===== src/rtl/next_lexicographic_permutation_top_macros.svh =====
// Assertion macros used by the permutation engine controller.
// Each macro expects signals named clock and reset in the including scope.
`ifndef NEXT_LEXICOGRAPHIC_PERMUTATION_TOP_MACROS_SVH
`define NEXT_LEXICOGRAPHIC_PERMUTATION_TOP_MACROS_SVH

// Consequent must hold in the same cycle as the antecedent.
`define NLP_ASSERT_NOW(label, ante, cons, msg) \
   label: assert property (@(posedge clock) disable iff (reset) (ante) |-> (cons)) \
      else $error(msg);

// Consequent must hold in the cycle after the antecedent.
`define NLP_ASSERT_NEXT(label, ante, cons, msg) \
   label: assert property (@(posedge clock) disable iff (reset) (ante) |=> (cons)) \
      else $error(msg);

`endif


===== src/rtl/nlp_pkg.sv =====
// Shared types and constants for the permutation engine.
// Used by the controller, the datapath and the top level; depends on nothing.
package nlp_pkg;

   localparam int POS_W  = 4;
   localparam int CITY_W = 5;
   localparam int SIZE_W = 5;

   localparam logic [SIZE_W-1:0] SIZE_RESET     = 5'd16;
   localparam logic              CSR_SIZE_INDEX = 1'b0;

   typedef enum logic [3:0] {
      OP_HOLD,
      OP_RESTART,
      OP_SCAN_START,
      OP_SCAN_STEP,
      OP_SUCC_START,
      OP_SUCC_STEP,
      OP_SWAP_PIV,
      OP_SWAP_SUCC,
      OP_REV_LOAD,
      OP_REV_FIRST,
      OP_REV_SECOND,
      OP_EMIT_START,
      OP_EMIT_STEP
   } nlp_op_type;

   typedef struct packed {
      nlp_op_type op;
      logic       wrap;
      logic       load_out;
   } nlp_cmd_type;

   typedef struct packed {
      logic less;
      logic succ_hit;
      logic piv_zero;
      logic lo_lt_hi;
      logic is_last;
      logic out_free;
   } nlp_status_type;

endpackage


===== src/rtl/nlp_ram.sv =====
// Generic single-write, dual-read RAM with registered read data.
// Self-contained; no package dependency.
module nlp_ram #(
   parameter int WIDTH = 5,
   parameter int DEPTH = 16,
   localparam int AW = (DEPTH > 1) ? $clog2(DEPTH) : 1
) (
   input  logic             clock,
   input  logic             wr_en,
   input  logic [AW-1:0]    wr_addr,
   input  logic [WIDTH-1:0] wr_data,
   input  logic [AW-1:0]    rd_addr_a,
   input  logic [AW-1:0]    rd_addr_b,
   output logic [WIDTH-1:0] rd_data_a,
   output logic [WIDTH-1:0] rd_data_b
);

   logic [WIDTH-1:0] mem_ff [DEPTH];
   logic [WIDTH-1:0] rd_a_ff;
   logic [WIDTH-1:0] rd_b_ff;

   always_ff @(posedge clock) begin
      if (wr_en) begin
         mem_ff[wr_addr] <= wr_data;
      end
      rd_a_ff <= mem_ff[rd_addr_a];
      rd_b_ff <= mem_ff[rd_addr_b];
   end

   assign rd_data_a = rd_a_ff;
   assign rd_data_b = rd_b_ff;

endmodule


===== src/rtl/nlp_ctrl.sv =====
// Sequencing state machine for the permutation engine.
// Depends on nlp_pkg and the assertion macro header.
`include "next_lexicographic_permutation_top_macros.svh"

module nlp_ctrl
   import nlp_pkg::*;
(
   input  logic           clock,
   input  logic           reset,
   input  logic           req_tvalid,
   output logic           req_tready,
   input  logic           restart,
   input  nlp_status_type status,
   output nlp_cmd_type    cmd
);

   typedef enum logic [3:0] {
      ST_IDLE,
      ST_SCAN,
      ST_SUCC,
      ST_SWAP,
      ST_REV_LOAD,
      ST_REV,
      ST_REV_SECOND,
      ST_EMIT
   } state_type;

   state_type state_ff;
   state_type state_in;

   always_comb begin
      state_in     = state_ff;
      cmd.op       = OP_HOLD;
      cmd.wrap     = 1'b0;
      cmd.load_out = 1'b0;
      req_tready   = (state_ff == ST_IDLE);
      unique case (state_ff)
         ST_IDLE: begin
            if (req_tvalid) begin
               if (restart) begin
                  cmd.op   = OP_RESTART;
                  state_in = ST_EMIT;
               end else begin
                  cmd.op   = OP_SCAN_START;
                  state_in = ST_SCAN;
               end
            end
         end
         ST_SCAN: begin
            if (status.less) begin
               cmd.op   = OP_SUCC_START;
               state_in = ST_SUCC;
            end else if (status.piv_zero) begin
               // No ascent anywhere: the permutation was descending.
               cmd.op   = OP_RESTART;
               cmd.wrap = 1'b1;
               state_in = ST_EMIT;
            end else begin
               cmd.op = OP_SCAN_STEP;
            end
         end
         ST_SUCC: begin
            if (status.succ_hit) begin
               cmd.op   = OP_SWAP_PIV;
               state_in = ST_SWAP;
            end else begin
               cmd.op = OP_SUCC_STEP;
            end
         end
         ST_SWAP: begin
            cmd.op   = OP_SWAP_SUCC;
            state_in = ST_REV_LOAD;
         end
         ST_REV_LOAD: begin
            cmd.op   = OP_REV_LOAD;
            state_in = ST_REV;
         end
         ST_REV: begin
            if (status.lo_lt_hi) begin
               cmd.op   = OP_REV_FIRST;
               state_in = ST_REV_SECOND;
            end else begin
               cmd.op   = OP_EMIT_START;
               state_in = ST_EMIT;
            end
         end
         ST_REV_SECOND: begin
            cmd.op   = OP_REV_SECOND;
            state_in = ST_REV;
         end
         ST_EMIT: begin
            if (status.out_free) begin
               cmd.op       = OP_EMIT_STEP;
               cmd.load_out = 1'b1;
               if (status.is_last) begin
                  state_in = ST_IDLE;
               end
            end
         end
         default: begin
            state_in = ST_IDLE;
         end
      endcase
   end

   always_ff @(posedge clock) begin
      if (reset) begin
         state_ff <= ST_IDLE;
      end else begin
         state_ff <= state_in;
      end
   end

   `NLP_ASSERT_NOW(a_load_needs_slot, cmd.load_out, status.out_free, "entry loaded into a busy slot")
   `NLP_ASSERT_NEXT(a_restart_goes_emit, req_tvalid && req_tready && restart, state_ff == ST_EMIT, "restart did not start streaming")
   `NLP_ASSERT_NOW(a_idle_after_last, (state_ff == ST_IDLE) && ($past(state_ff) == ST_EMIT) && !$past(reset), $past(status.is_last && status.out_free), "stream ended before the last entry")

endmodule


===== src/rtl/nlp_dp.sv =====
// Datapath of the permutation engine: permutation store, scan pointers and the
// result register. Depends on nlp_pkg and nlp_ram.
module nlp_dp
   import nlp_pkg::*;
#(
   parameter int MAX_CITIES = 16,
   localparam int IW = $clog2(MAX_CITIES),
   localparam int VW = $clog2(MAX_CITIES + 1)
) (
   input  logic           clock,
   input  logic           reset,
   input  nlp_cmd_type    cmd,
   input  logic           cfg_clear,
   input  logic [IW-1:0]  last_idx,
   output nlp_status_type status,
   output logic           rsp_tvalid,
   input  logic           rsp_tready,
   output logic [15:0]    rsp_tdata,
   output logic           rsp_tlast,
   output logic           rsp_tuser
);

   logic [IW-1:0]         ptr_a_ff, ptr_a_in;
   logic [IW-1:0]         ptr_b_ff, ptr_b_in;
   logic [VW-1:0]         piv_val_ff, piv_val_in;
   logic [VW-1:0]         temp_ff, temp_in;
   logic                  wrapped_ff, wrapped_in;
   logic [MAX_CITIES-1:0] valid_ff, valid_in;
   logic                  vld_a_ff, vld_a_in;
   logic                  vld_b_ff, vld_b_in;
   logic                  rsp_valid_ff, rsp_valid_in;
   logic [POS_W-1:0]      rsp_pos_ff, rsp_pos_in;
   logic [CITY_W-1:0]     rsp_city_ff, rsp_city_in;
   logic                  rsp_last_ff, rsp_last_in;
   logic                  rsp_wrap_ff, rsp_wrap_in;

   logic                  clear;
   logic                  wr_en;
   logic [IW-1:0]         wr_addr;
   logic [VW-1:0]         wr_data;
   logic [VW-1:0]         ram_a, ram_b;
   logic [VW-1:0]         rd_a, rd_b;
   logic [31:0]           pos_wide;
   logic [31:0]           city_wide;

   nlp_ram #(
      .WIDTH (VW),
      .DEPTH (MAX_CITIES)
   ) u_store (
      .clock     (clock),
      .wr_en     (wr_en),
      .wr_addr   (wr_addr),
      .wr_data   (wr_data),
      .rd_addr_a (ptr_a_in),
      .rd_addr_b (ptr_b_in),
      .rd_data_a (ram_a),
      .rd_data_b (ram_b)
   );

   // An entry never written since the last clear holds its ascending value.
   assign rd_a = vld_a_ff ? ram_a : VW'(ptr_a_ff) + VW'(1);
   assign rd_b = vld_b_ff ? ram_b : VW'(ptr_b_ff) + VW'(1);

   assign status.less     = (rd_a < rd_b);
   assign status.succ_hit = (rd_b > piv_val_ff) || (ptr_b_ff == ptr_a_ff + IW'(1));
   assign status.piv_zero = (ptr_a_ff == '0);
   assign status.lo_lt_hi = (ptr_a_ff < ptr_b_ff);
   assign status.is_last  = (ptr_a_ff == last_idx);
   assign status.out_free = !rsp_valid_ff || rsp_tready;

   always_comb begin
      ptr_a_in   = ptr_a_ff;
      ptr_b_in   = ptr_b_ff;
      piv_val_in = piv_val_ff;
      temp_in    = temp_ff;
      wrapped_in = wrapped_ff;
      clear      = cfg_clear;
      wr_en      = 1'b0;
      wr_addr    = ptr_a_ff;
      wr_data    = rd_b;
      case (cmd.op)
         OP_RESTART: begin
            clear      = 1'b1;
            ptr_a_in   = '0;
            wrapped_in = cmd.wrap;
         end
         OP_SCAN_START: begin
            ptr_a_in = last_idx - IW'(1);
            ptr_b_in = last_idx;
         end
         OP_SCAN_STEP: begin
            ptr_a_in = ptr_a_ff - IW'(1);
            ptr_b_in = ptr_b_ff - IW'(1);
         end
         OP_SUCC_START: begin
            piv_val_in = rd_a;
            ptr_b_in   = last_idx;
         end
         OP_SUCC_STEP: begin
            ptr_b_in = ptr_b_ff - IW'(1);
         end
         OP_SWAP_PIV: begin
            wr_en   = 1'b1;
            wr_addr = ptr_a_ff;
            wr_data = rd_b;
         end
         OP_SWAP_SUCC: begin
            wr_en   = 1'b1;
            wr_addr = ptr_b_ff;
            wr_data = piv_val_ff;
         end
         OP_REV_LOAD: begin
            ptr_a_in = ptr_a_ff + IW'(1);
            ptr_b_in = last_idx;
         end
         OP_REV_FIRST: begin
            wr_en   = 1'b1;
            wr_addr = ptr_a_ff;
            wr_data = rd_b;
            temp_in = rd_a;
         end
         OP_REV_SECOND: begin
            wr_en    = 1'b1;
            wr_addr  = ptr_b_ff;
            wr_data  = temp_ff;
            ptr_a_in = ptr_a_ff + IW'(1);
            ptr_b_in = ptr_b_ff - IW'(1);
         end
         OP_EMIT_START: begin
            ptr_a_in   = '0;
            wrapped_in = cmd.wrap;
         end
         OP_EMIT_STEP: begin
            ptr_a_in = ptr_a_ff + IW'(1);
         end
         default: begin
         end
      endcase
   end

   // Valid bits follow the RAM's read-old timing so both agree on stale reads.
   always_comb begin
      valid_in = valid_ff;
      if (clear) begin
         valid_in = '0;
      end else if (wr_en) begin
         valid_in[wr_addr] = 1'b1;
      end
      vld_a_in = !clear && valid_ff[ptr_a_in];
      vld_b_in = !clear && valid_ff[ptr_b_in];
   end

   assign pos_wide  = 32'(ptr_a_ff);
   assign city_wide = 32'(rd_a);

   always_comb begin
      rsp_valid_in = rsp_valid_ff;
      rsp_pos_in   = rsp_pos_ff;
      rsp_city_in  = rsp_city_ff;
      rsp_last_in  = rsp_last_ff;
      rsp_wrap_in  = rsp_wrap_ff;
      if (cmd.load_out) begin
         rsp_valid_in = 1'b1;
         rsp_pos_in   = pos_wide[POS_W-1:0];
         rsp_city_in  = city_wide[CITY_W-1:0];
         rsp_last_in  = status.is_last;
         rsp_wrap_in  = wrapped_ff;
      end else if (rsp_tready) begin
         rsp_valid_in = 1'b0;
      end
   end

   always_ff @(posedge clock) begin
      if (reset) begin
         ptr_a_ff     <= '0;
         ptr_b_ff     <= '0;
         wrapped_ff   <= 1'b0;
         valid_ff     <= '0;
         vld_a_ff     <= 1'b0;
         vld_b_ff     <= 1'b0;
         rsp_valid_ff <= 1'b0;
      end else begin
         ptr_a_ff     <= ptr_a_in;
         ptr_b_ff     <= ptr_b_in;
         wrapped_ff   <= wrapped_in;
         valid_ff     <= valid_in;
         vld_a_ff     <= vld_a_in;
         vld_b_ff     <= vld_b_in;
         rsp_valid_ff <= rsp_valid_in;
      end
      piv_val_ff  <= piv_val_in;
      temp_ff     <= temp_in;
      rsp_pos_ff  <= rsp_pos_in;
      rsp_city_ff <= rsp_city_in;
      rsp_last_ff <= rsp_last_in;
      rsp_wrap_ff <= rsp_wrap_in;
   end

   assign rsp_tvalid = rsp_valid_ff;
   assign rsp_tdata  = {7'b0, rsp_city_ff, rsp_pos_ff};
   assign rsp_tlast  = rsp_last_ff;
   assign rsp_tuser  = rsp_wrap_ff;

endmodule


===== src/rtl/next_lexicographic_permutation_top.sv =====
// Sequence: a restart request goes straight to streaming the ascending order; an advance
// runs the pivot scan, then the successor scan, swaps pivot and successor, reverses the
// suffix pair by pair, then streams n entries, one per cycle while the result channel is ready.
// Requests: one at a time; a new one is taken only after the last entry of the previous
// one has been loaded for output. Reset is synchronous and active high; the store reads
// as ascending at once through per-entry valid bits, no clearing pass.

// Top level of the next-permutation engine: configuration register and wiring.
// Depends on nlp_pkg, nlp_ctrl, nlp_dp and nlp_ram.
module next_lexicographic_permutation_top
   import nlp_pkg::*;
#(
   parameter int MAX_CITIES = 16
) (
   input  logic        clock,
   input  logic        reset,
   // Configuration port.
   input  logic        csr_psel,
   input  logic        csr_penable,
   input  logic        csr_pwrite,
   input  logic [2:0]  csr_paddr,
   input  logic [31:0] csr_pwdata,
   output logic [31:0] csr_prdata,
   output logic        csr_pready,
   // Request channel.
   input  logic        req_tvalid,
   output logic        req_tready,
   input  logic [7:0]  req_tdata,   // [0] restart, [7:1] zero
   // Result channel.
   output logic        rsp_tvalid,
   input  logic        rsp_tready,
   output logic [15:0] rsp_tdata,   // [3:0] position, [8:4] city, [15:9] zero
   output logic        rsp_tlast,   // last_entry
   output logic        rsp_tuser    // wrapped
);

   localparam int IW = $clog2(MAX_CITIES);

   // Turns a size register value into the index of the last active entry,
   // clamping the city count into the range two to MAX_CITIES.
   function automatic logic [IW-1:0] last_of(logic [SIZE_W-1:0] value);
      int count;
      count = int'(value);
      if (count < 2) begin
         count = 2;
      end
      if (count > MAX_CITIES) begin
         count = MAX_CITIES;
      end
      return IW'(count - 1);
   endfunction

   logic [SIZE_W-1:0] size_ff;
   logic [IW-1:0]     last_idx_ff;
   logic              csr_write;
   nlp_cmd_type       cmd;
   nlp_status_type    status;

   // Every write to the size register also returns the permutation to
   // ascending order, so the store always holds a permutation of 1..n.
   assign csr_write  = csr_psel && csr_penable && csr_pwrite && csr_pready &&
                       (csr_paddr[2] == CSR_SIZE_INDEX);
   assign csr_pready = 1'b1;
   assign csr_prdata = (csr_paddr[2] == CSR_SIZE_INDEX) ?
                       {{(32 - SIZE_W){1'b0}}, size_ff} : 32'd0;

   always_ff @(posedge clock) begin
      if (reset) begin
         size_ff     <= SIZE_RESET;
         last_idx_ff <= last_of(SIZE_RESET);
      end else if (csr_write) begin
         size_ff     <= csr_pwdata[SIZE_W-1:0];
         last_idx_ff <= last_of(csr_pwdata[SIZE_W-1:0]);
      end
   end

   nlp_ctrl u_ctrl (
      .clock      (clock),
      .reset      (reset),
      .req_tvalid (req_tvalid),
      .req_tready (req_tready),
      .restart    (req_tdata[0]),
      .status     (status),
      .cmd        (cmd)
   );

   nlp_dp #(
      .MAX_CITIES (MAX_CITIES)
   ) u_dp (
      .clock      (clock),
      .reset      (reset),
      .cmd        (cmd),
      .cfg_clear  (csr_write),
      .last_idx   (last_idx_ff),
      .status     (status),
      .rsp_tvalid (rsp_tvalid),
      .rsp_tready (rsp_tready),
      .rsp_tdata  (rsp_tdata),
      .rsp_tlast  (rsp_tlast),
      .rsp_tuser  (rsp_tuser)
   );

endmodule


===== config.mk =====
export PLATFORM = sky130hd
export DESIGN_NAME = next_lexicographic_permutation_top
export DESIGN_NICKNAME = d
export VERILOG_FILES = /design/src/rtl/nlp_pkg.sv /design/src/rtl/nlp_ram.sv /design/src/rtl/nlp_ctrl.sv /design/src/rtl/nlp_dp.sv /design/src/rtl/next_lexicographic_permutation_top.sv
export VERILOG_INCLUDE_DIRS = /design/src /design/src/rtl
export SDC_FILE = /design/constraint.sdc
export NUM_CORES = 1
export LEC_CHECK = 0
export BUFFER_PORTS_ARGS = -buffer_cell sky130_fd_sc_hd__buf_4
export CAP_MARGIN = 20
export CELL_PAD_IN_SITES_DETAIL_PLACEMENT = 2
export CELL_PAD_IN_SITES_GLOBAL_PLACEMENT = 2
export CORE_AREA = 2 2 144 146
export CTS_BUF_LIST = sky130_fd_sc_hd__clkbuf_8
export CTS_CLUSTER_DIAMETER = 30
export DETAILED_ROUTE_END_ITERATION = 8
export DIE_AREA = 0 0 146 148
export PLACE_DENSITY_LB_ADDON = 0.2
export SLEW_MARGIN = 20
export SYNTH_ARGS = -nofsm -noshare
export SYNTH_HDL_FRONTEND = slang
export SYNTH_SLANG_ARGS = --single-unit

===== constraint.sdc =====
create_clock -name clock -period 9.59 [get_ports clock]
set_clock_uncertainty 0.05 [all_clocks]
set_input_delay 0.4795 -clock clock [delete_from_list [all_inputs] [get_ports clock]]
set_output_delay 0.4795 -clock clock [all_outputs]
set_load 0.05 [all_outputs]

## Yosys cells after proc, flatten, opt, wreduce, memory -nomap -nowiden

Memories as Yosys holds them, arrays and structs flattened. A register that Yosys moved wholly into a read port is not among the register bits.
Cells that the tools add are included.

| word-level totals | value |
|---|---|
| register bits | 62 |
| bits in latches | 0 |
| memory bits (writable) | 80 |
| bits in read-only memories | 0 |
| input bits | 50 |
| output and inout port bits | 53 |
| word-level logic and storage cells | 130 |
| memories | 1 |

| operators by class | value |
|---|---|
| add/subtract/negate cells | 7 |
| $mul | 0 |
| divide/modulo/power cells | 0 |
| order comparisons | 9 |
| equality and inequality tests | 26 |
| shifts and indexed selects | 0 |
| muxes and demuxes | 47 |
| bitwise gates (word level) | 2 |
| reductions and logical operators | 22 |

Memory list:

| name | words | width | rd ports | clocked after Yosys merged registers in | wr ports | line | RTL |
|---|---|---|---|---|---|---|---|
| u_dp.u_store.mem_ff | 16 | 5 | 2 | 2 | 1 | nlp_ram.sv:18 | `logic [WIDTH-1:0] mem_ff [DEPTH];` |

Operators by type and width:

| operator | number |
|---|---|
| $mux W32 | 2 |
| $mux W4 | 13 |
| $eq A4 B3 Y1 const B | 8 |
| $gt A32 B6 Y1 const B | 1 |
| $pmux W4 S8 | 1 |
| $pmux W4 S7 | 1 |
| $eq A4 B4 Y1 const B | 5 |
| $mux W5 | 4 |
| $eq A4 B2 Y1 const B | 4 |
| $or A16 B16 Y16 | 1 |
| $pmux W4 S4 | 1 |
| $lt A4 B5 Y1 const B | 3 |
| $mux W1 | 15 |
| $sub A4 B1 Y4 const B | 3 |
| $add A4 B1 Y5 const B | 2 |
| $pmux W5 S2 | 1 |
| $reduce_or A3 Y1 | 3 |
| $bmux W1 S4 | 2 |
| $eq A4 B1 Y1 const B | 2 |
| $eq A4 B4 Y1 | 2 |
| $logic_not A4 Y1 | 2 |
| $mux W2 | 4 |
| $ne A2 B2 Y1 const B | 4 |
| $pmux W4 S2 | 1 |
| 18 further kinds | 28 |

## Logic depth before layout (Yosys ltp)

Gate-level depths: netlist of the first run.

| logic depth | value |
|---|---|
| depth after elaboration | 14 |
| mapped depth | 19 |
| mapped depth without buffers | 16 |

## Modules after synthesis

A second synthesis of the first run with hierarchy kept.

| unflattened totals | value |
|---|---|
| cells, all modules | 729 |
| area total of the unflattened synthesis | 8374.3 um2 |

Modules (own cells, without submodules):

| module | instances | cells an instance | area an instance (um2) | sequential area each (um2) |
|---|---|---|---|---|
| nlp_ram | 1 | 207 | 3911.3 | 2602.5 |
| nlp_dp | 1 | 385 | 3414.5 | 1191.1 |
| next_lexicographic_permutation_top | 1 | 80 | 651.9 | 180.2 |
| nlp_ctrl | 1 | 57 | 396.6 | 60.1 |

## Worst setup path after synthesis of the first run

No wires, ideal clock.

| timing | value |
|---|---|
| kind | register to register |
| start point | register u_ctrl.state_ff[2] |
| end point | register u_dp.u_store.rd_a_ff[4] (netlist: u_dp.u_store.rd_data_a[4]) (read register of u_dp.u_store.mem_ff) |
| setup time | 122 ps |
| arrival time | 3952 ps |
| required time | 9418 ps |
| setup slack | 5467 ps |
| stages on the path, launching flop included | 13 |
| buffers on the path | 2 |
| clock period less this slack | 4123 ps |
| cells stage by stage | dfxtp_1 -> clkbuf_1 -> nor3_1 -> nand3b_1 -> o2111a_1 -> o211ai_4 -> nor2_2 -> o311ai_4 -> buf_6 -> mux2_1 -> nor2_1 -> a21oi_1 -> a221o_1 |

| on the way | value |
|---|---|
| longest elaborated chain between the ends | 5 |
| elaborated cells on any way between the ends | 19 |
| classes of those cells | eq/ne (14); mux (2); reduce/logical (3) |

RTL lines:

| item | line | RTL |
|---|---|---|
| start, declared | nlp_ctrl.sv:28 | `state_type state_ff;` |
| start signal, assigned | nlp_ctrl.sv:110 | `state_ff <= state_in;` |
| $logic_not A4 Y1 (*) | n/a |  |
| net req_tready | next_lexicographic_permutation_top.sv:27 | `output logic req_tready,` |
| $pmux W4 S8 (*) | nlp_ctrl.sv:37 | `unique case (state_ff)` |
| $eq A4 B4 Y1 / $eq A4 B1 Y1 (equally long branches) | nlp_dp.sv:81 | `case (cmd.op)` |
| $reduce_or A3 Y1 (no line) / $reduce_or A2 Y1 (equally long branches) | n/a |  |
| $pmux W4 S4 (*) | nlp_dp.sv:81 |  |
| end, declared | nlp_ram.sv:19 | `logic [WIDTH-1:0] rd_a_ff;` |

The timed path passes the listed nets; every way through them passes the cells marked *.
A chain may end at the register's enable or synchronous reset.

## Worst setup path in the final report of the first run

| timing | value |
|---|---|
| start point | register u_dp.ptr_a_ff[0] |
| end point | register u_dp.u_store.rd_b_ff[2] (netlist: u_dp.u_store.rd_data_b[2]) (read register of u_dp.u_store.mem_ff) |

| on the way | value |
|---|---|
| longest elaborated chain between the ends | 8 |
| elaborated cells on any way between the ends | 22 |
| classes of those cells | add/sub (2); order compare (2); eq/ne (7); mux (7); reduce/logical (4) |

RTL lines:

| item | line | RTL |
|---|---|---|
| start, declared | nlp_dp.sv:23 | `logic [IW-1:0] ptr_a_ff, ptr_a_in;` |
| start signal, assigned | nlp_dp.sv:183 | `ptr_a_ff <= ptr_a_in;` |
| $add A4 B1 Y5 (*) | nlp_dp.sv:61 | `assign rd_a = vld_a_ff ? ram_a : VW'(ptr_a_ff) + VW'(1);` |
| $mux W5 (*) | nlp_dp.sv:61 |  |
| net u_dp.rd_a[4] | nlp_dp.sv:42 | `logic [VW-1:0] rd_a, rd_b;` |
| $lt A5 B5 Y1 (*) | nlp_dp.sv:64 | `assign status.less = (rd_a < rd_b);` |
| $mux W4 (*) | nlp_ctrl.sv:50 | `if (status.less) begin` |
| $pmux W4 S8 (*) | nlp_ctrl.sv:37 |  |
| $eq A4 B2 Y1, or another cell as far along | nlp_dp.sv:81 |  |
| $reduce_or A3 Y1 (no line) | n/a |  |
| $pmux W4 S2 (*) | nlp_dp.sv:81 |  |
| end, declared | nlp_ram.sv:20 | `logic [WIDTH-1:0] rd_b_ff;` |

Marks and branches as above.

==> results.sh, run 1 <==
export IMPL_grt_antenna_before_repair=0
export IMPL_pre_cts_ws_ns=4.28
export IMPL_clockRootBuffer="clkbuf_8"
export IMPL_clock_sinks=151
export IMPL_totalWireLength_um=25300
export IMPL_start_util_pct=42.6
export IMPL_crit_type="register to register"
export IMPL_post_dp_cell_area_um2=8770
export IMPL_die_h_um=148
export IMPL_setup_slack_ns=4.15
export IMPL_final_common_cell="edfxtp_1"
export IMPL_max_cap_violations=0
export IMPL_maxSlewViolCount=0
export IMPL_final_cell_mix="edfxtp_1, mux2i_1, nor2_1, dfxtp_1, buf_4"
export IMPL_drcViolationCount=0
export IMPL_ys_ff_latch=151
export IMPL_dp_hpwl_um=18100
export IMPL_gr_total_overflow=0
export IMPL_fmax_mhz=184
export IMPL_pwr_share_comb_pct=61.8
export IMPL_peakVddDrop_mv=0.240
export IMPL_core_rowCount=52
export IMPL_synth_main_ff_cell="edfxtp_1"
export IMPL_grt_start_max_net_pins=58
export IMPL_switching_share_pct=48.9
export IMPL_clk_latency_ns=0.46
export IMPL_drt_iter0_drc=356
export IMPL_synth_edff_count=101
export IMPL_cp_slowest_cell="buf_4"
export IMPL_drive_gt1_share_pct=14.4
export IMPL_syn_avg_cell_area_um2=10.9
export IMPL_worst_pin_slew_ns=1.06
export IMPL_area_growth_pct=7.84
export IMPL_power_mw=4.02
export IMPL_worstPathCellList="ha_1 > nand3_1 > o21ai_0 > ha_1 > o21ai_0 > o31a_2 > nor2_2 > or3_4 > nor2_2 > a221oi_4 > buf_4 > mux2i_1 > mux2i_1 > a22oi_1 > nand3_1"
export IMPL_cp_start_kind="register"
export IMPL_synth_distinct_cells=78
export IMPL_post_drt_wl_per_cell_um=23.6
export IMPL_final_hold_viol_count=0
export IMPL_grt_pass1_vias=6889
export IMPL_pin_count=103
export IMPL_p_int_mw=2.06
export IMPL_core_um2=20000
export IMPL_final_util_pct=45.9
export IMPL_power_leakage_nw=3.41
export IMPL_htree_levels=4
export IMPL_stdcell_area_um2=9210
export IMPL_critPathTopFamily="compound AO/OA/AOI/OAI gates"
export IMPL_clk_path_buf_depth=2
export IMPL_dr_pass1_iters=4
export IMPL_async_flop_share_pct=0
export IMPL_via_per_inst=5.76
export IMPL_clk_pin_slew_ns=0.10
export IMPL_clkPwrFrac_pct=13.1
export IMPL_cp_max_fo=57
export IMPL_seq_area_frac_synth_pct=47.3
export IMPL_post_cts_buffers=0
export IMPL_ant_nets=0
export IMPL_timing_setup_tns_ns=0
export IMPL_finalSetupViolations=0
export IMPL_worstHoldPathType="primary input to register"
export IMPL_diodes=0
export IMPL_sequentialPowerShare_pct=25.1
export IMPL_grt_use_total_pct=24.0
export IMPL_fillers=2145
export IMPL_finalCriticalPeriod_ns=5.44
export IMPL_netlist_area_um2=8540
export IMPL_critPathMaxStageDelay_ns=0.71
export IMPL_period_share_pct=56.7
export IMPL_syn_inst=781
export IMPL_synth_yosys_warnings=0
export IMPL_numCtsBuffers=17
export IMPL_vias=6191
export IMPL_endpoint_kind="register"
export IMPL_routabilityCongestion=0.817
export IMPL_status="finished, final reports clean"
export IMPL_critPathRequiredTime_ns=9.87
export IMPL_relSlewSlack_pct=29.0
export IMPL_cp_num_buf_inv=1
export IMPL_ctsResizeCount=0
export IMPL_p_switching_mw=1.97
export IMPL_die_w_um=146
export IMPL_ctsHoldBuffers=0
export IMPL_fin_nets=855
export IMPL_fp_dieArea_um2=21600
export IMPL_cts_tree="yes"
export IMPL_rsz0062_at_grt="no"
export IMPL_cp_arrival_ns=5.71
export IMPL_grt_pass1_wl_um=40100
export IMPL_power_density_nw_per_um2=437
export IMPL_port_buffers=31
-- per-stage QoR --
stage,hold slack [ns],std cells
3_3_place_gp,0.386,1041
2_1_floorplan,0.359,814
6_report,0.243,1074
3_5_place_dp,0.386,1042
5_1_grt,0.227,1074
4_1_cts,0.225,1074
-- cell type report --
class                           count  area (um^2)  area share (%)
Timing Repair Buffer               40          300            3.26
Clock buffer                       17          234            2.54
Sequential cell                   151         4030            43.8
Clock inverter                     15          184            2.00
Multi-Input combinational cell    560         4040            43.9
Inverter                           21         78.8           0.856
Tap cell                          270          338            3.67
-- state kept, by name, summed over array words and instances, names as in the netlist --
signal                  count
u_dp.piv_val_ff             5
u_dp.u_store.mem_ff        80
u_dp.ptr_a_ff               4
u_dp.wrapped_ff             1
u_dp.u_store.rd_data_a      5
u_dp.ptr_b_ff               4
size_ff                     5
u_dp.valid_ff              16
u_dp.rsp_tuser              1
u_dp.vld_a_ff               1
u_dp.rsp_tvalid             1
u_dp.u_store.rd_data_b      5
u_dp.rsp_tlast              1
u_dp.vld_b_ff               1
u_dp.rsp_pos_ff             4
u_dp.temp_ff                5
u_ctrl.state_ff             3
last_idx_ff                 4
u_dp.rsp_city_ff            5
-- synthesized netlist by cell type, types with 5 or more instances --
cell | count | area share (%)
o22ai_1 | 17 | 1.2
a31oi_1 | 5 | 0.37
a21oi_1 | 32 | 1.9
edfxtp_1 | 101 | 36
nand2b_1 | 6 | 0.44
buf_4 | 40 | 3.5
a211o_1 | 14 | 1.4
o21ai_0 | 20 | 1.2
xnor2_1 | 7 | 0.72
nand2_1 | 37 | 1.6
mux2_2 | 13 | 1.7
ha_1 | 14 | 2.1
mux2i_1 | 90 | 11
buf_2 | 12 | 0.70
buf_1 | 5 | 0.22
o21a_1 | 19 | 1.7
xor2_1 | 8 | 0.82
nor2b_1 | 26 | 1.9
a211oi_1 | 12 | 1.1
mux2_1 | 11 | 1.5
and3_1 | 7 | 0.51
a221o_1 | 7 | 0.82
dfxtp_1 | 50 | 12
a22oi_1 | 5 | 0.44
inv_1 | 20 | 0.88
nand3_1 | 14 | 0.82
buf_6 | 9 | 1.2
nor3_1 | 14 | 0.82
nor2_1 | 71 | 3.1
clkbuf_1 | 16 | 0.70
-- worst min-delay path: stages --
cell	delay (ns)
buf_4	0.12
nand2_1	0.05
a21oi_1	0.05
-- logic make-up (layout without fill, tap and decap cells) --
kind of cell,Yosys count,in the layout,synth area share [%]
and+or+nand+nor,198,198,11.3
AOI/OAI and AO/OA,183,183,16.6
DFF,151,151,47.3
muxes,114,114,13.7
buffers and inverters,103,93,7.25
xor gates and xnor gates,16,16,1.73
adders and majority gates,14,14,2.05
other,2,35,0.0880
-- power groups by stage --
stage / sequential, mW / clock, mW / combinational (mW)
after detailed placement: 1.03 / 0 / 2.45
after CTS: 1.01 / 0.537 / 2.48
final: 1.01 / 0.528 / 2.49
after floorplan: 0.964 / 0 / 1.91
after global placement: 1.02 / 0 / 2.32
after global routing: 1.02 / 0.563 / 2.70
-- worst paths after layout --
path | depth (start not counted) | startpoint | slack [ns] | endpoint
worst min-delay path | 3 | csr_pwdata[3] | 0.24 | size_ff[3]
worst max-delay path | 15 | u_dp.ptr_a_ff[0] | 4.15 | u_dp.u_store.rd_data_b[2]
worst max register to register | 15 | u_dp.ptr_a_ff[0] | 4.15 | u_dp.u_store.rd_data_b[2]
worst min register to register | 2 | size_ff[3] | 0.41 | size_ff[3]
-- routing by layer --
| metal | global-route usage (%) | vias up | wire [um] |
|---|---|---|---|
| li1 | - | 2851 | - |
| met1 | 29.7 | 3188 | 11000 |
| met2 | 43.3 | 121 | 13000 |
| met3 | 3.52 | 31 | 869 |
| met4 | 7.43 | 0 | 374 |
| met5 | 0 | - | 0 |
Power figures use the tool's default switching activity.
==> run 2, diff against run 1 <==
--- a/config.mk
+++ b/config.mk
@@ -10,11 +10,11 @@
 export CAP_MARGIN = 20
 export CELL_PAD_IN_SITES_DETAIL_PLACEMENT = 2
 export CELL_PAD_IN_SITES_GLOBAL_PLACEMENT = 2
-export CORE_AREA = 2 2 144 146
+export CORE_AREA = 2 2 150 152
 export CTS_BUF_LIST = sky130_fd_sc_hd__clkbuf_8
 export CTS_CLUSTER_DIAMETER = 30
 export DETAILED_ROUTE_END_ITERATION = 8
-export DIE_AREA = 0 0 146 148
+export DIE_AREA = 0 0 152 154
 export PLACE_DENSITY_LB_ADDON = 0.2
 export SLEW_MARGIN = 20
 export SYNTH_ARGS = -nofsm -noshare
==> constraint.sdc (replaced) <==
create_clock -name clock -period 5.5 [get_ports clock]
set_clock_uncertainty 0.05 [all_clocks]
set_input_delay 0.275 -clock clock [delete_from_list [all_inputs] [get_ports clock]]
set_output_delay 0.275 -clock clock [all_outputs]
set_load 0.05 [all_outputs]
==> run 2 against run 1 <==
Power is 75% higher. Hold slack worse by 0.21 ns. Critical path depth up 1. Sequential power increased by 73%. Cell count rose by 3.1%. Via count about the same. Largest cell class unchanged. Sequential share of layout area shrank 0.79 points. Routed wire length fell by 2.5%. Highest routed layer unchanged. Register-to-register slack lost 3.6 ns.
==> results.sh, run 2 (synthesis results as in run 1) <==
export IMPL_pin_count=103
export IMPL_dr_pass1_iters=4
export IMPL_diodes=0
export IMPL_ant_nets=0
export IMPL_largest_register="u_dp.u_store.mem_ff"
export IMPL_peakVddDrop_mv=0.346
export IMPL_relSlewSlack_pct=38.6
export IMPL_fin_nets=878
export IMPL_port_buffers=31
export IMPL_endpoint_kind="register"
export IMPL_core_rowCount=54
export IMPL_crit_type="register to register"
export IMPL_ff2ff_setup_slack_ns=0.57
export IMPL_htree_levels=4
export IMPL_post_drt_wl_per_cell_um=22.3
export IMPL_clk_latency_ns=0.47
export IMPL_area_growth_pct=9.82
export IMPL_power_mw=7.03
export IMPL_drt_iter0_drc=350
export IMPL_grt_antenna_before_repair=0
export IMPL_worstHoldPathType="primary input to register"
export IMPL_largest_reg_flops=80
export IMPL_final_cell_mix="edfxtp_1, mux2i_1, nor2_1, buf_4, dfxtp_1"
export IMPL_clock_sinks=151
export IMPL_grt_pass1_vias=6735
export IMPL_start_util_pct=39.4
export IMPL_drive_gt1_share_pct=16.9
export IMPL_vias=6187
export IMPL_grt_start_max_net_pins=50
export IMPL_finalCriticalPeriod_ns=4.93
export IMPL_power_leakage_nw=3.51
export IMPL_setup_slack_ns=0.566
export IMPL_clk_path_buf_depth=2
export IMPL_fp_dieArea_um2=23400
export IMPL_power_density_nw_per_um2=750
export IMPL_core_um2=21700
export IMPL_maxSlewViolCount=0
export IMPL_cp_max_fo=24
export IMPL_ctsHoldBuffers=0
export IMPL_holdWs_ns=0.0337
export IMPL_die_w_um=152
export IMPL_grt_use_total_pct=21.4
export IMPL_grt_pass1_wl_um=38900
export IMPL_cts_tree="yes"
export IMPL_routabilityCongestion=0.815
export IMPL_multi_input_area_um2=4040
export IMPL_pre_cts_ws_ns=0.587
export IMPL_ctsResizeCount=0
export IMPL_clockRootBuffer="clkbuf_8"
export IMPL_drcViolationCount=0
export IMPL_critPathRequiredTime_ns=5.80
export IMPL_die_h_um=154
export IMPL_totalWireLength_um=24700
export IMPL_largestRegisters="u_dp.u_store.mem_ff (80), u_dp.valid_ff (16)"
export IMPL_post_cts_buffers=0
export IMPL_fmax_mhz=203
export IMPL_status="finished, final reports clean"
export IMPL_seq_area_um2=4030
export IMPL_timing_setup_tns_ns=0
export IMPL_via_per_inst=5.59
export IMPL_max_cap_violations=0
export IMPL_worst_pin_slew_ns=0.913
export IMPL_final_util_pct=43.2
export IMPL_clk_pin_slew_ns=0.10
export IMPL_final_common_cell="edfxtp_1"
export IMPL_cp_arrival_ns=5.23
export IMPL_finalSetupViolations=0
export IMPL_fillers=2238
export IMPL_final_hold_viol_count=0
export IMPL_period_share_pct=89.7
export IMPL_rsz0062_at_grt="no"
export IMPL_gr_total_overflow=0
export IMPL_cp_start_kind="register"
export IMPL_numCtsBuffers=17
export IMPL_dp_hpwl_um=18200
==> run 2: changes by cell type in the layout (fill, tap and decap cells not counted), sizes merged <==
cell,previous run,this run
buf,40,63
bufinv,2,0
clkinv,3,5
clkinvlp,0,2
inv,31,29
==> run 2: routing by layer <==
layer | share of wire (%) | GRT usage, % | up-vias
met3 | 3.4 | 3.83 | 25
met5 | 0 | 0 | -
met2 | 52 | 39.2 | 111
li1 | - | - | 2903
met4 | 1.2 | 4.67 | 0
met1 | 44 | 26.4 | 3148
==> run 2: critical path, stage by stage (launching register included) <==
cell      delay (ns)
dfxtp_1         0.67
ha_1            0.35
nand3_1         0.12
o21ai_0         0.50
ha_1            0.23
o21ai_0         0.08
o31a_2          0.40
nor2_2          0.48
or3_4           0.26
nor2_2          0.07
a221oi_4        0.27
buf_4           0.39
buf_4           0.30
nor2b_1         0.07
a211oi_1        0.27
a211o_1         0.17
nand3_1         0.09
==> run 2: final timing paths <==
kind,start,endpoint,depth (start not counted)
worst min-delay path,csr_pwdata[3],size_ff[3],3
worst max-delay path,u_dp.ptr_a_ff[0],u_dp.u_store.rd_data_b[0],16
worst min register to register,size_ff[3],size_ff[3],2
worst max register to register,u_dp.ptr_a_ff[0],u_dp.u_store.rd_data_b[0],16
==> run 2: layout make-up <==
type                    instances  area share, %
repair buffers                 63           5.18
clock buffers                  17           2.50
well taps                     280           3.74
multi-input cells             560           43.1
clock inverters                15           1.65
inverters                      21          0.841
flip-flops and latches        151           43.0
==> run 2: metrics by stage <==
stage,instances,instance area (um^2)
CTS,1107,9370
global placement,1075,8970
detailed placement,1075,8980
floorplan,814,8660
finish,1107,9380
global route,1107,9380
==> run 2: power breakdown <==
group	switching, mW	total, mW	internal [mW]
clock network	0.504	0.844	0.340
registers	0.176	1.75	1.58
logic	2.75	4.43	1.68
total	3.43	7.03	3.59
==> run 3, diff against run 2 <==
--- a/config.mk
+++ b/config.mk
@@ -16,6 +16,7 @@
 export DETAILED_ROUTE_END_ITERATION = 8
 export DIE_AREA = 0 0 152 154
 export PLACE_DENSITY_LB_ADDON = 0.2
+export REMOVE_ABC_BUFFERS = 1
 export SLEW_MARGIN = 20
 export SYNTH_ARGS = -nofsm -noshare
 export SYNTH_HDL_FRONTEND = slang
==> run 3 against run 2 <==
Sequential cell count is the same. Maximum frequency shrank 4.1%. Hold slack lost 0.00088 ns. Highest routed layer unchanged. Clock-buffer cell count is the same. Via count grew 1.3%. Critical path depth is the same. Setup slack lost 0.21 ns. Routed wire length grew 6.9%. Core utilization is essentially flat. Sequential share of layout area is essentially flat. Global-route usage grew 1.3 points.
==> results.sh, run 3 (synthesis results as in run 1) <==
export IMPL_cp_num_buf_inv=2
export IMPL_final_cell_mix="edfxtp_1, mux2i_1, nor2_1, buf_4, dfxtp_1"
export IMPL_core_rowCount=54
export IMPL_vias=6270
export IMPL_worstHoldPathType="primary input to register"
export IMPL_core_um2=21700
export IMPL_status="finished, final reports clean"
export IMPL_diodes=0
export IMPL_finalCriticalPeriod_ns=5.14
export IMPL_maxSlewViolCount=0
export IMPL_critPathTopFamily="compound AO/OA/AOI/OAI gates"
export IMPL_ant_nets=0
export IMPL_clk_latency_ns=0.48
export IMPL_rsz0062_at_grt="no"
export IMPL_fin_nets=871
export IMPL_port_buffers=31
export IMPL_stdcell_area_um2=9380
export IMPL_die_w_um=152
export IMPL_final_hold_viol_count=0
export IMPL_max_cap_violations=0
export IMPL_grt_antenna_before_repair=0
export IMPL_clock_sinks=151
export IMPL_fmax_mhz=194
export IMPL_routabilityCongestion=0.789
export IMPL_grt_pass1_vias=6907
export IMPL_area_growth_pct=9.88
export IMPL_drive_gt1_share_pct=16.3
export IMPL_drt_iter0_drc=274
export IMPL_fp_dieArea_um2=23400
export IMPL_grt_use_total_pct=22.8
export IMPL_gr_total_overflow=0
export IMPL_endpoint_kind="register"
export IMPL_worstPathCellList="ha_1 > nand3_1 > o21ai_0 > inv_1 > ha_1 > o21ai_0 > o31a_2 > nor2_2 > or3_4 > nor2_2 > a221oi_4 > buf_12 > mux2i_1 > mux2i_1 > a22oi_1 > nand3_1"
export IMPL_critPathMaxStageDelay_ns=0.63
export IMPL_relSlewSlack_pct=35.8
export IMPL_pin_count=103
export IMPL_ctsResizeCount=0
export IMPL_finalSetupViolations=0
export IMPL_drcViolationCount=0
export IMPL_dp_hpwl_um=18800
export IMPL_cp_start_kind="register"
export IMPL_dr_pass1_iters=4
export IMPL_timing_setup_tns_ns=0
export IMPL_holdWs_ns=0.0328
export IMPL_final_util_pct=43.3
export IMPL_cp_slowest_cell="dfxtp_1"
export IMPL_ctsHoldBuffers=0
export IMPL_largest_reg_flops=80
export IMPL_post_cts_buffers=0
export IMPL_largestRegisters="u_dp.u_store.mem_ff (80), u_dp.valid_ff (16)"
export IMPL_clockRootBuffer="clkbuf_8"
export IMPL_crit_type="register to register"
export IMPL_post_drt_wl_per_cell_um=24.0
export IMPL_critPathRequiredTime_ns=5.80
export IMPL_htree_levels=4
export IMPL_die_h_um=154
export IMPL_via_per_inst=5.70
export IMPL_largest_register="u_dp.u_store.mem_ff"
export IMPL_grt_start_max_net_pins=58
export IMPL_cts_tree="yes"
export IMPL_totalWireLength_um=26400
export IMPL_grt_pass1_wl_um=40900
export IMPL_period_share_pct=93.5
export IMPL_cp_max_fo=57
export IMPL_post_dp_cell_area_um2=8950
export IMPL_clk_path_buf_depth=2
export IMPL_ff2ff_setup_slack_ns=0.36
export IMPL_numCtsBuffers=17
export IMPL_worst_pin_slew_ns=0.955
export IMPL_cp_arrival_ns=5.44
export IMPL_clk_pin_slew_ns=0.10
export IMPL_start_util_pct=39.4
export IMPL_final_common_cell="edfxtp_1"
[run 3: worst paths after layout]
check / from / to / depth (start not counted)
hold reg to reg: u_dp.wrapped_ff / u_dp.rsp_tuser / 0
setup / recovery: u_dp.ptr_b_ff[1] / u_dp.u_store.rd_data_b[2] / 16
setup reg to reg: u_dp.ptr_b_ff[1] / u_dp.u_store.rd_data_b[2] / 16
hold / removal: csr_pwdata[4] / last_idx_ff[3] / 3
[run 3: final cells by class]
type | count | area [um^2]
fillers | 2241 | 12300
multi-input cells | 560 | 4050
inverters | 21 | 78.8
flip-flops and latches | 151 | 4030
well taps | 280 | 350
clock inverters | 15 | 180
clock buffers | 17 | 234
repair buffers | 56 | 458
[run 3: layer usage]
metal	vias to the layer above	global-route usage [%]	part of all wire (%)
met5	-	0	0
met4	0	6.99	2.1
met3	38	4.14	3.7
met2	130	40.1	51
met1	3213	28.4	44
li1	2889	-	-
[run 3: stage by stage]
stage | cells | setup WS (ns)
3_3_place_gp | 1068 | 0.609
6_report | 1100 | 0.358
5_1_grt | 1100 | 0.0622
4_1_cts | 1100 | 0.332
3_5_place_dp | 1068 | 0.353
2_1_floorplan | 732 | -1.07
[run 3: worst reg2reg max path: cells and delay by family (launching register included)]
kind / cells / cell delay, ns
flops: 1 / 0.63
mux: 2 / 0.47
simple gates: 5 / 1.09
fa+ha+maj: 2 / 0.66
compound gates: 5 / 1.62
buf+inv: 2 / 0.51
Power of run 3 is left out: the tool's default activity adds up to more than one toggle a clock period on the data nets, which glitch-free logic cannot reach.
